[src/design/assert_macros.svh]
// ----------------------------------------------------------------------------
// Assertion macros
// Shared concurrent assertion forms, clocked on clk and quiet in reset.
// ----------------------------------------------------------------------------
`ifndef ASSERT_MACROS_SVH
`define ASSERT_MACROS_SVH

// Same-cycle implication
`define ASSERT_IMPLIES(label, ante, cons, msg) \
    label: assert property (@(posedge clk) disable iff (!rst_n) (ante) |-> (cons)) \
        else $error(msg);

// Next-cycle implication
`define ASSERT_NEXT(label, ante, cons, msg) \
    label: assert property (@(posedge clk) disable iff (!rst_n) (ante) |=> (cons)) \
        else $error(msg);

`endif

[src/design/tma_pkg.sv]
// ----------------------------------------------------------------------------
// tma_pkg
// Types, field widths and fixed constants of the tilt moving average.
// ----------------------------------------------------------------------------
package tma_pkg;

    // Field widths
    localparam int ID_W     = 2;
    localparam int SAMPLE_W = 15;
    localparam int AVG_W    = 14;
    localparam int PCT_W    = 13;
    localparam int MAG_W    = 13;

    // Stream data widths
    localparam int S_DATA_W = 32;
    localparam int M_DATA_W = 80;

    // Clamp limit: 90 degrees in 1/64 degree
    localparam logic [MAG_W-1:0] AVG_LIMIT = 13'd5760;

    // Largest percentage: 100 percent in 1/64 percent
    localparam logic [PCT_W-1:0] PCT_LIMIT = 13'd6400;

    // floor(m * 100 / 90) = m + floor(m / 9); m / 9 by reciprocal,
    // shift = MAG_W + ceil(log2 9), mult = ceil(2^17 / 9)
    localparam int                  PCT_SHIFT  = 17;
    localparam int                  PCT_MULT_W = 14;
    localparam logic [PCT_MULT_W-1:0] PCT_MULT = 14'd14564;
    localparam int                  PCT_PROD_W = MAG_W + PCT_MULT_W;
    localparam int                  NINTH_W    = PCT_PROD_W - PCT_SHIFT;

    typedef logic        [ID_W-1:0]     id_t;
    typedef logic signed [SAMPLE_W-1:0] sample_t;
    typedef logic signed [AVG_W-1:0]    avg_t;
    typedef logic        [PCT_W-1:0]    pct_t;

    // Pipeline stage enables
    typedef struct packed {
        logic load_s1;   // sample taken into stage 1
        logic move_s1;   // stage 1 -> stage 2 (window update)
        logic move_s2;   // stage 2 -> stage 3 (divide)
        logic move_s3;   // stage 3 -> output register
    } ctrl_t;

endpackage

[src/design/tma_axis_scale.sv]
// ----------------------------------------------------------------------------
// tma_axis_scale
// One axis: window divide, clamp to +-90 degrees, one-sided percentages.
// ----------------------------------------------------------------------------
module tma_axis_scale #(
    parameter int WINDOW_LEN = 20,
    parameter int SUM_W      = 20
) (
    input  logic             clk,
    input  tma_pkg::ctrl_t   ctrl,
    input  logic             sum_neg,
    input  logic [SUM_W-1:0] sum_mag,
    output tma_pkg::avg_t    avg,
    output tma_pkg::pct_t    pct_pos,
    output tma_pkg::pct_t    pct_neg
);

    // Exact divide by WINDOW_LEN: mult = ceil(2^shift / len)
    localparam int DIV_SHIFT = SUM_W + $clog2(WINDOW_LEN);
    localparam int MULT_W    = SUM_W + 1;
    localparam int PROD_W    = SUM_W + MULT_W;
    localparam int Q_W       = PROD_W - DIV_SHIFT;
    localparam logic [63:0] DIV_ONE = 64'd1 << DIV_SHIFT;
    localparam logic [MULT_W-1:0] DIV_MULT =
        MULT_W'((DIV_ONE + 64'(WINDOW_LEN) - 64'd1) / 64'(WINDOW_LEN));

    logic [PROD_W-1:0]              div_prod;
    logic                           neg_reg;
    logic [Q_W-1:0]                 quot_reg;
    logic [tma_pkg::MAG_W-1:0]      mag;
    logic [tma_pkg::PCT_PROD_W-1:0] pct_prod;
    logic [tma_pkg::NINTH_W-1:0]    ninth;
    tma_pkg::pct_t                  pct;
    tma_pkg::avg_t                  avg_mag;
    tma_pkg::avg_t                  avg_reg;
    tma_pkg::pct_t                  pct_pos_reg;
    tma_pkg::pct_t                  pct_neg_reg;

    // Stage 3: quotient
    assign div_prod = PROD_W'(sum_mag) * PROD_W'(DIV_MULT);

    always_ff @(posedge clk)
    begin
        if (ctrl.move_s2)
        begin
            neg_reg  <= sum_neg;
            quot_reg <= div_prod[PROD_W-1:DIV_SHIFT];
        end
    end

    // Clamp and percentage: m * 10 / 9 = m + m / 9
    assign mag      = (quot_reg > Q_W'(tma_pkg::AVG_LIMIT)) ?
                      tma_pkg::AVG_LIMIT : quot_reg[tma_pkg::MAG_W-1:0];
    assign pct_prod = tma_pkg::PCT_PROD_W'(mag) * tma_pkg::PCT_PROD_W'(tma_pkg::PCT_MULT);
    assign ninth    = pct_prod[tma_pkg::PCT_PROD_W-1:tma_pkg::PCT_SHIFT];
    assign pct      = tma_pkg::PCT_W'(mag) + tma_pkg::PCT_W'(ninth);
    assign avg_mag  = tma_pkg::avg_t'(tma_pkg::AVG_W'(mag));

    // Output register
    always_ff @(posedge clk)
    begin
        if (ctrl.move_s3)
        begin
            avg_reg     <= neg_reg ? -avg_mag : avg_mag;
            pct_pos_reg <= neg_reg ? '0 : pct;
            pct_neg_reg <= neg_reg ? pct : '0;
        end
    end

    assign avg     = avg_reg;
    assign pct_pos = pct_pos_reg;
    assign pct_neg = pct_neg_reg;

endmodule

[config.mk]
export PLATFORM = sky130hd
export DESIGN_NAME = tma_axis_scale
export DESIGN_NICKNAME = d
export VERILOG_FILES = /design/src/design/assert_macros.svh /design/src/design/tma_pkg.sv /design/src/design/tma_axis_scale.sv
export SDC_FILE = /design/constraint.sdc
export NUM_CORES = 1
export LEC_CHECK = 0
export ABC_AREA = 1
export ABC_CLOCK_PERIOD_IN_PS = 8000
export BUFFER_PORTS_ARGS = -buffer_cell sky130_fd_sc_hd__buf_2
export CAP_MARGIN = 20
export CORE_ASPECT_RATIO = 1.75
export CORE_MARGIN = 10
export CORE_UTILIZATION = 35
export CTS_CLUSTER_DIAMETER = 80
export DETAILED_ROUTE_END_ITERATION = 8
export PLACE_DENSITY = 0.53
export SYNTH_ARGS = -nofsm -noshare
export SYNTH_HDL_FRONTEND = slang
export SYNTH_SLANG_ARGS = --single-unit
export TNS_END_PERCENT = 50
[constraint.sdc]
create_clock -name clk -period 8 [get_ports clk]
set_input_delay 0.4 -clock clk [delete_from_list [all_inputs] [get_ports clk]]
set_output_delay 0.4 -clock clk [all_outputs]
set_load 0.01 [all_outputs]
-- Word level (Yosys, flattened, before mapping)
Index checks and enable logic that the tools add are counted.
- flip-flop bits (word level): 57
- input port bits: 26
- output and inout port bits: 40
- add/sub/neg operators: 2
- multiply operators: 2
- magnitude comparators: 1
- mux-type cells: 2
- operator list (cell ; count):
    $mul 20x20->40 const B ; 1
    $mux 13 ; 2
    $mul 13x12->25 const B ; 1
    $gt 16x13->1 const B ; 1
    $neg 13->14 ; 1
    $add 13x10->13 ; 1

-- Logic depth before layout (Yosys ltp)
Gate-level depths: netlist of the first run.
- word-level depth: 4
- mapped depth: 40
- depth with buffers taken out: 39

-- Worst setup path before layout of the first run
No wires, ideal clock.
- path kind: register to register
- start point: register quot_reg[0]
- end point: register pct_pos_reg[11] (netlist: pct_pos[11]) (data pin)
- arrival: 6229 ps
- data required time: 7734 ps
- path slack: 1505 ps
- stages on the path, launching flop included: 34
- clock period less this slack: 6495 ps
- cells stage by stage: edfxtp_1 nor2_1 nand3_1 nor2_2 nand2_2 nand2_4 inv_2 buf_6 nor2_1 inv_1 fa_1 ha_1 inv_1 fa_1 fa_1 inv_1 ha_1 ha_1 a21oi_1 o21ai_0 a21oi_1 nand2_1 nand3_1 nand2_1 a221oi_1 xor2_1 ha_1 inv_1 nor3_1 nand3_1 nand3_1 nand2_1 nand2_1 nor2_1
- word-level cells in the longest chain between the ends: 4
- ends and longest elaborated chain (item ; line ; source):
    start, declared ; tma_axis_scale.sv:29 ; logic [Q_W-1:0] quot_reg;
    start signal, assigned ; tma_axis_scale.sv:47 ; quot_reg <= div_prod[PROD_W-1:DIV_SHIFT];
    $gt 16x13->1 ; tma_axis_scale.sv:52 ; assign mag = (quot_reg > Q_W'(tma_pkg::AVG_LIMIT)) ?
    $mux 13 * ; tma_axis_scale.sv:52 ;
    $mul 13x12->25 ; tma_axis_scale.sv:54 ; assign pct_prod = tma_pkg::PCT_PROD_W'(mag) * tma_pkg::PCT_PROD_W'(tma_pkg::PCT_MULT);
    $add 13x10->13 * ; tma_axis_scale.sv:56 ; assign pct = tma_pkg::PCT_W'(mag) + tma_pkg::PCT_W'(ninth);
    end signal, assigned ; tma_axis_scale.sv:65 ; pct_pos_reg <= neg_reg ? '0 : pct;
    end, declared ; tma_axis_scale.sv:36 ; tma_pkg::pct_t pct_pos_reg;
Mark *: on every way between the ends. The rest lies on a longest branch, timed or not.
A chain may end at the register's enable or synchronous reset.

-- Worst setup path after layout of the first run
- start point: register quot_reg[3]
- end point: register pct_pos_reg[11] (netlist: pct_pos[11]) (data pin)
The elaborated chain is that of the path after synthesis.

==> results.ini, run 1 <==
[outcome]
status = complete, no violations

[route]
drt_iter0_drc = 277
via_count = 9331
viasPerCell = 4.749
drtAntennaViolNets = 0
dr.pass1.iters = 4
drt-wirelength-per-cell_um = 17.74
drcViolationCount = 0
wirelength_mm = 34.85

[yosys]
synth_compound_area_share_pct = 6.279
synth_top_cell_by_area = ha_1
synth_area_leaders = ha_1 (29%), fa_1 (26%), edfxtp_1 (13%)
synth_xor_area_share_pct = 3.261
synthMuxAreaShare_pct = 0
ys_seq_area_share_pct = 13.28
synth-adder-area-share_pct = 54.77
synth_edf_count = 57
yosys.area.top_type_share_pct = 28.53
yosysWarnings = 0
async_flop_share_pct = 0
ys_ff_latch = 57
syn-num-nets = 1897
synth_top_family_by_area = adder cells
synth-simple-area-share_pct = 11.24
postSynthCellCount = 1408
synth_area_mm2 = 0.01289
syn_area_per_cell_um2 = 9.157
ys.flop_type = edfxtp_1
ys_types = 44

[finish]
diodes = 0
area_growth_pct = 9.345
seq_area_mm2 = 0.001712
largest_reg_flops = 16
layout-drive-gt1-share_pct = 8.456
final_common_cell = inv_1
multi_input_area_mm2 = 0.009741
layout_common_cells = inv_1 (372), ha_1 (294), fa_1 (169)
nFillCells = 3781
layout.nets = 1977

[worst_setup_path]
worstSetupEndpointType = flop
crit_end = pct_pos[11]
cp.buffers_inverters = 7
critical_path_depth = 33
ff2ff_setup_slack_ns = 0.70
cp.arrival_ns = 7.35
path_class = reg2reg
reg2regPathDepth = 33
worstPathMaxFanout = 11
cp-startpoint = quot_reg[3]
cp.required_ns = 8.05
crit_family = adder cells
cp_common_cell = nand2_1
start_kind = flop
slowest_delay_ns = 0.56
critPathSlowestCell = fa_1
worstReg2RegEnd = pct_pos[11]
r2r-start = quot_reg[3]

[sta]
hold_viol = 0
tns_ns = 0
setup_violations = 0
fin_crit_sh_pct = 91.24
worstMarginPinSlew_ns = 0.8437
maxSlewViolCount = 0
rsz0062_at_grt = no
fmax_ghz = 0.1370
fin_crit_ns = 7.299
clock_skew_ns = 0.004940
slew_headroom_pct = 43.75

[global_route]
grt_max_degree = 41
grt_usage_pct = 15.90
grt_pass1_wl_mm = 54.53
grt-ovfl-total = 0
grt_antenna_before_repair = 0
grt_pass1_vias = 10255

[clock_network]
ctsHoldBuffers = 0
numCtsBuffers = 9
ctsResizeCount = 0
clkSinkCount = 57
clkTransAtPathRegs_ns = 0.05
clockBufferDepth = 2
clkLatencyLatePin_ns = 0.33
cts_tree = yes
cts_max_level = 3
clockRootBuffer = clkbuf_16
post-cts-setup-buffers = 0

[placed_design]
place_hpwl_mm = 32.48
globalplace.congestion = 0.9446
io_buffers = 63

[die]
die_h_um = 273.9
initial_core_util_pct = 35.18
fp.dieW_um = 165.1
num_rows = 93
die-area_mm2 = 0.04522
coreArea_mm2 = 0.03665
pin_count = 66

[hold_path]
whs_path_depth = 1
hold_class = in2reg

[flow_run]
maxCapViolations = 0

[kinds of logic (layout without fill, tap and decap cells)]
group                      after synthesis  in the layout
adders and majority gates              463            463
AOI/OAI and AO/OA                      142            142
and+or+nand+nor                        317            317
xor gates and xnor gates                48             48
DFF                                     57             57
buffers and inverters                  381            463
[cells in the mapped netlist (5+ instances only)]
master,count
o21ai_0,36
o21a_1,7
nand2_1,138
xor2_1,38
nand3_1,29
nand4_1,12
inv_1,372
nor2_2,5
ha_1,294
a21oi_1,71
nor2_1,89
nand2_2,15
o21bai_1,7
nor3_1,10
xnor2_1,10
fa_1,169
edfxtp_1,57
[routing by layer]
layer / up-vias / track usage, % / part of all wire, %
li1: 4622 / - / -
met1: 4446 / 13.67 / 32
met2: 173 / 32.17 / 58
met3: 90 / 1.697 / 2.7
met4: 0 / 11.04 / 7.7
met5: - / 0 / 0
[worst min-delay path by stage]
stage | startpoint | endpoint | slack (ns)
after floorplan | sum_neg | neg_reg | 0.50
after global placement | sum_neg | neg_reg | 0.62
after detailed placement | sum_neg | neg_reg | 0.62
after CTS | sum_neg | neg_reg | 0.27
after global routing | sum_neg | neg_reg | 0.27
final | sum_neg | neg_reg | 0.28
[final cells by class]
| type | instances | area share (%) |
|---|---|---|
| multi-input cells | 970 | 69.09 |
| inverters | 376 | 10.02 |
| repair buffers | 74 | 2.822 |
| clock inverters | 2 | 0.06212 |
| flip-flops and latches | 57 | 12.14 |
| clock buffers | 11 | 1.651 |
| well taps | 475 | 4.215 |
[metrics by stage]
step / instances / hold slack (ns) / setup slack (ns) / util (%) / cell area, µm²
floorplan: 1408 / 0.4989 / 1.505 / - / 12890
global placement: 1952 / 0.6224 / 0.6668 / 37.81 / 13860
detailed placement: 1952 / 0.6181 / 0.6438 / 37.81 / 13860
CTS: 1965 / 0.2749 / 0.6372 / 38.46 / 14100
global route: 1965 / 0.2668 / 0.03939 / 38.46 / 14100
finish: 1965 / 0.2770 / 0.7009 / 38.46 / 14100
Power of run 1 is not shown: default switching activity piles up to over one toggle a cycle in this logic, so the estimate is an artifact.
==> run 2, diff against run 1 <==
Settings changed: ABC_CLOCK_PERIOD_IN_PS 8000 to 7900, MAX_ROUTING_LAYER set to met4.
Clock period 8 ns to 7.9 ns, I/O delays scaled along.
==> run 2 against run 1 <==
- cell count rose by 0.15%
- via count is 0.55% higher
- clock-buffer cell count did not move
- routed wire length is 0.62% lower
- largest cell class unchanged
- clock skew is essentially flat
- critical path type unchanged
- sequential share of layout area hardly changed
- critical path depth down 1
- worst hold slack lost 0.0067 ns
- cell area rose by 0.16%
- utilization rose by 0.061 points
- non-clock buffer count increased by 3
==> results.ini, run 2 (synthesis results as in run 1) <==
[outcome]
status = complete, no violations

[route]
via_count = 9382
drt-wirelength-per-cell_um = 17.60
drt_iter0_drc = 288
drtAntennaViolNets = 0
dr.pass1.iters = 7
wirelength_mm = 34.63
viasPerCell = 4.767
drcViolationCount = 0

[sta]
setup_violations = 0
fin_crit_sh_pct = 93.71
maxSlewViolCount = 0
rsz0062_at_grt = no
slew_headroom_pct = 45.55
worstMarginPinSlew_ns = 0.8167
fmax_ghz = 0.1351
clock_skew_ns = 0.005009
tns_ns = 0
hold_viol = 0
fin_crit_ns = 7.403

[worst_setup_path]
cp.required_ns = 7.94
ff2ff_setup_slack_ns = 0.50
worstSetupEndpointType = flop
cp.arrival_ns = 7.45
crit_family = adder cells
cp.buffers_inverters = 6
start_kind = flop
critPathSlowestCell = fa_1
slowest_delay_ns = 0.55
path_class = reg2reg
worstPathMaxFanout = 11

[global_route]
grt_usage_pct = 16.17
grt_max_degree = 41
grt_antenna_before_repair = 0
grt-ovfl-total = 0
grt_pass1_vias = 10322
grt_pass1_wl_mm = 54.15

[placed_design]
io_buffers = 63
place_hpwl_mm = 32.23
globalplace.congestion = 0.9611

[flow_run]
maxCapViolations = 0

[finish]
layout_common_cells = inv_1 (372), ha_1 (294), fa_1 (169)
layout.nets = 1980
fin_util_pct = 38.53
layout-drive-gt1-share_pct = 8.640
diodes = 0
area_growth_pct = 9.519
largest_reg_flops = 16
final_common_cell = inv_1
seq_area_mm2 = 0.001712
nFillCells = 3792
multi_input_area_mm2 = 0.009741

[clock_network]
clockBufferDepth = 2
ctsHoldBuffers = 0
clkTransAtPathRegs_ns = 0.05
ctsResizeCount = 0
clkSinkCount = 57
numCtsBuffers = 9
cts_tree = yes
clockRootBuffer = clkbuf_16
clkLatencyLatePin_ns = 0.33
post-cts-setup-buffers = 0
cts_max_level = 3

[die]
die_h_um = 273.9
initial_core_util_pct = 35.18
coreArea_mm2 = 0.03665
num_rows = 93
pin_count = 66
die-area_mm2 = 0.04522
fp.dieW_um = 165.1

[hold_path]
hold_class = in2reg

## run 2: changes by cell type in the layout (fill, tap and decap cells not counted), sizes merged
cell and delta:
buf +3
## run 2: final timing paths
| check | startpoint | end | depth (start not counted) |
|---|---|---|---|
| setup / recovery | quot_reg[3] | pct_pos[11] | 32 |
| hold / removal | sum_neg | neg_reg | 1 |
| setup reg to reg | quot_reg[3] | pct_pos[11] | 32 |
| hold reg to reg | quot_reg[2] | avg[2] | 3 |
## run 2: routing by layer
metal / share of wire, % / up-vias / GRT usage [%]
met2: 57 / 200 / 31.91
met5: 0 / - / -
met3: 2.8 / 96 / 1.291
met1: 31 / 4447 / 13.60
li1: - / 4639 / -
met4: 8.3 / 0 / 11.11
## run 2: final cells by class
| type | count | area share (%) |
|---|---|---|
| well taps | 475 | 4.209 |
| clock buffers | 11 | 1.648 |
| repair buffers | 77 | 2.977 |
| multi-input cells | 970 | 68.98 |
| flip-flops and latches | 57 | 12.12 |
| clock inverters | 2 | 0.06202 |
| inverters | 376 | 10.00 |
## run 2: metrics by stage
step / instance area [µm²] / setup WS (ns) / instances / hold WS, ns
after floorplan: 12890 / 1.405 / 1408 / 0.4939
after global placement: 13880 / 0.5157 / 1955 / 0.6184
after detailed placement: 13880 / 0.4405 / 1955 / 0.6051
after CTS: 14120 / 0.4147 / 1968 / 0.2766
after global routing: 14120 / 0.02206 / 1968 / 0.2704
final: 14120 / 0.4972 / 1968 / 0.2704
Power of run 2 is left out for the same reason.
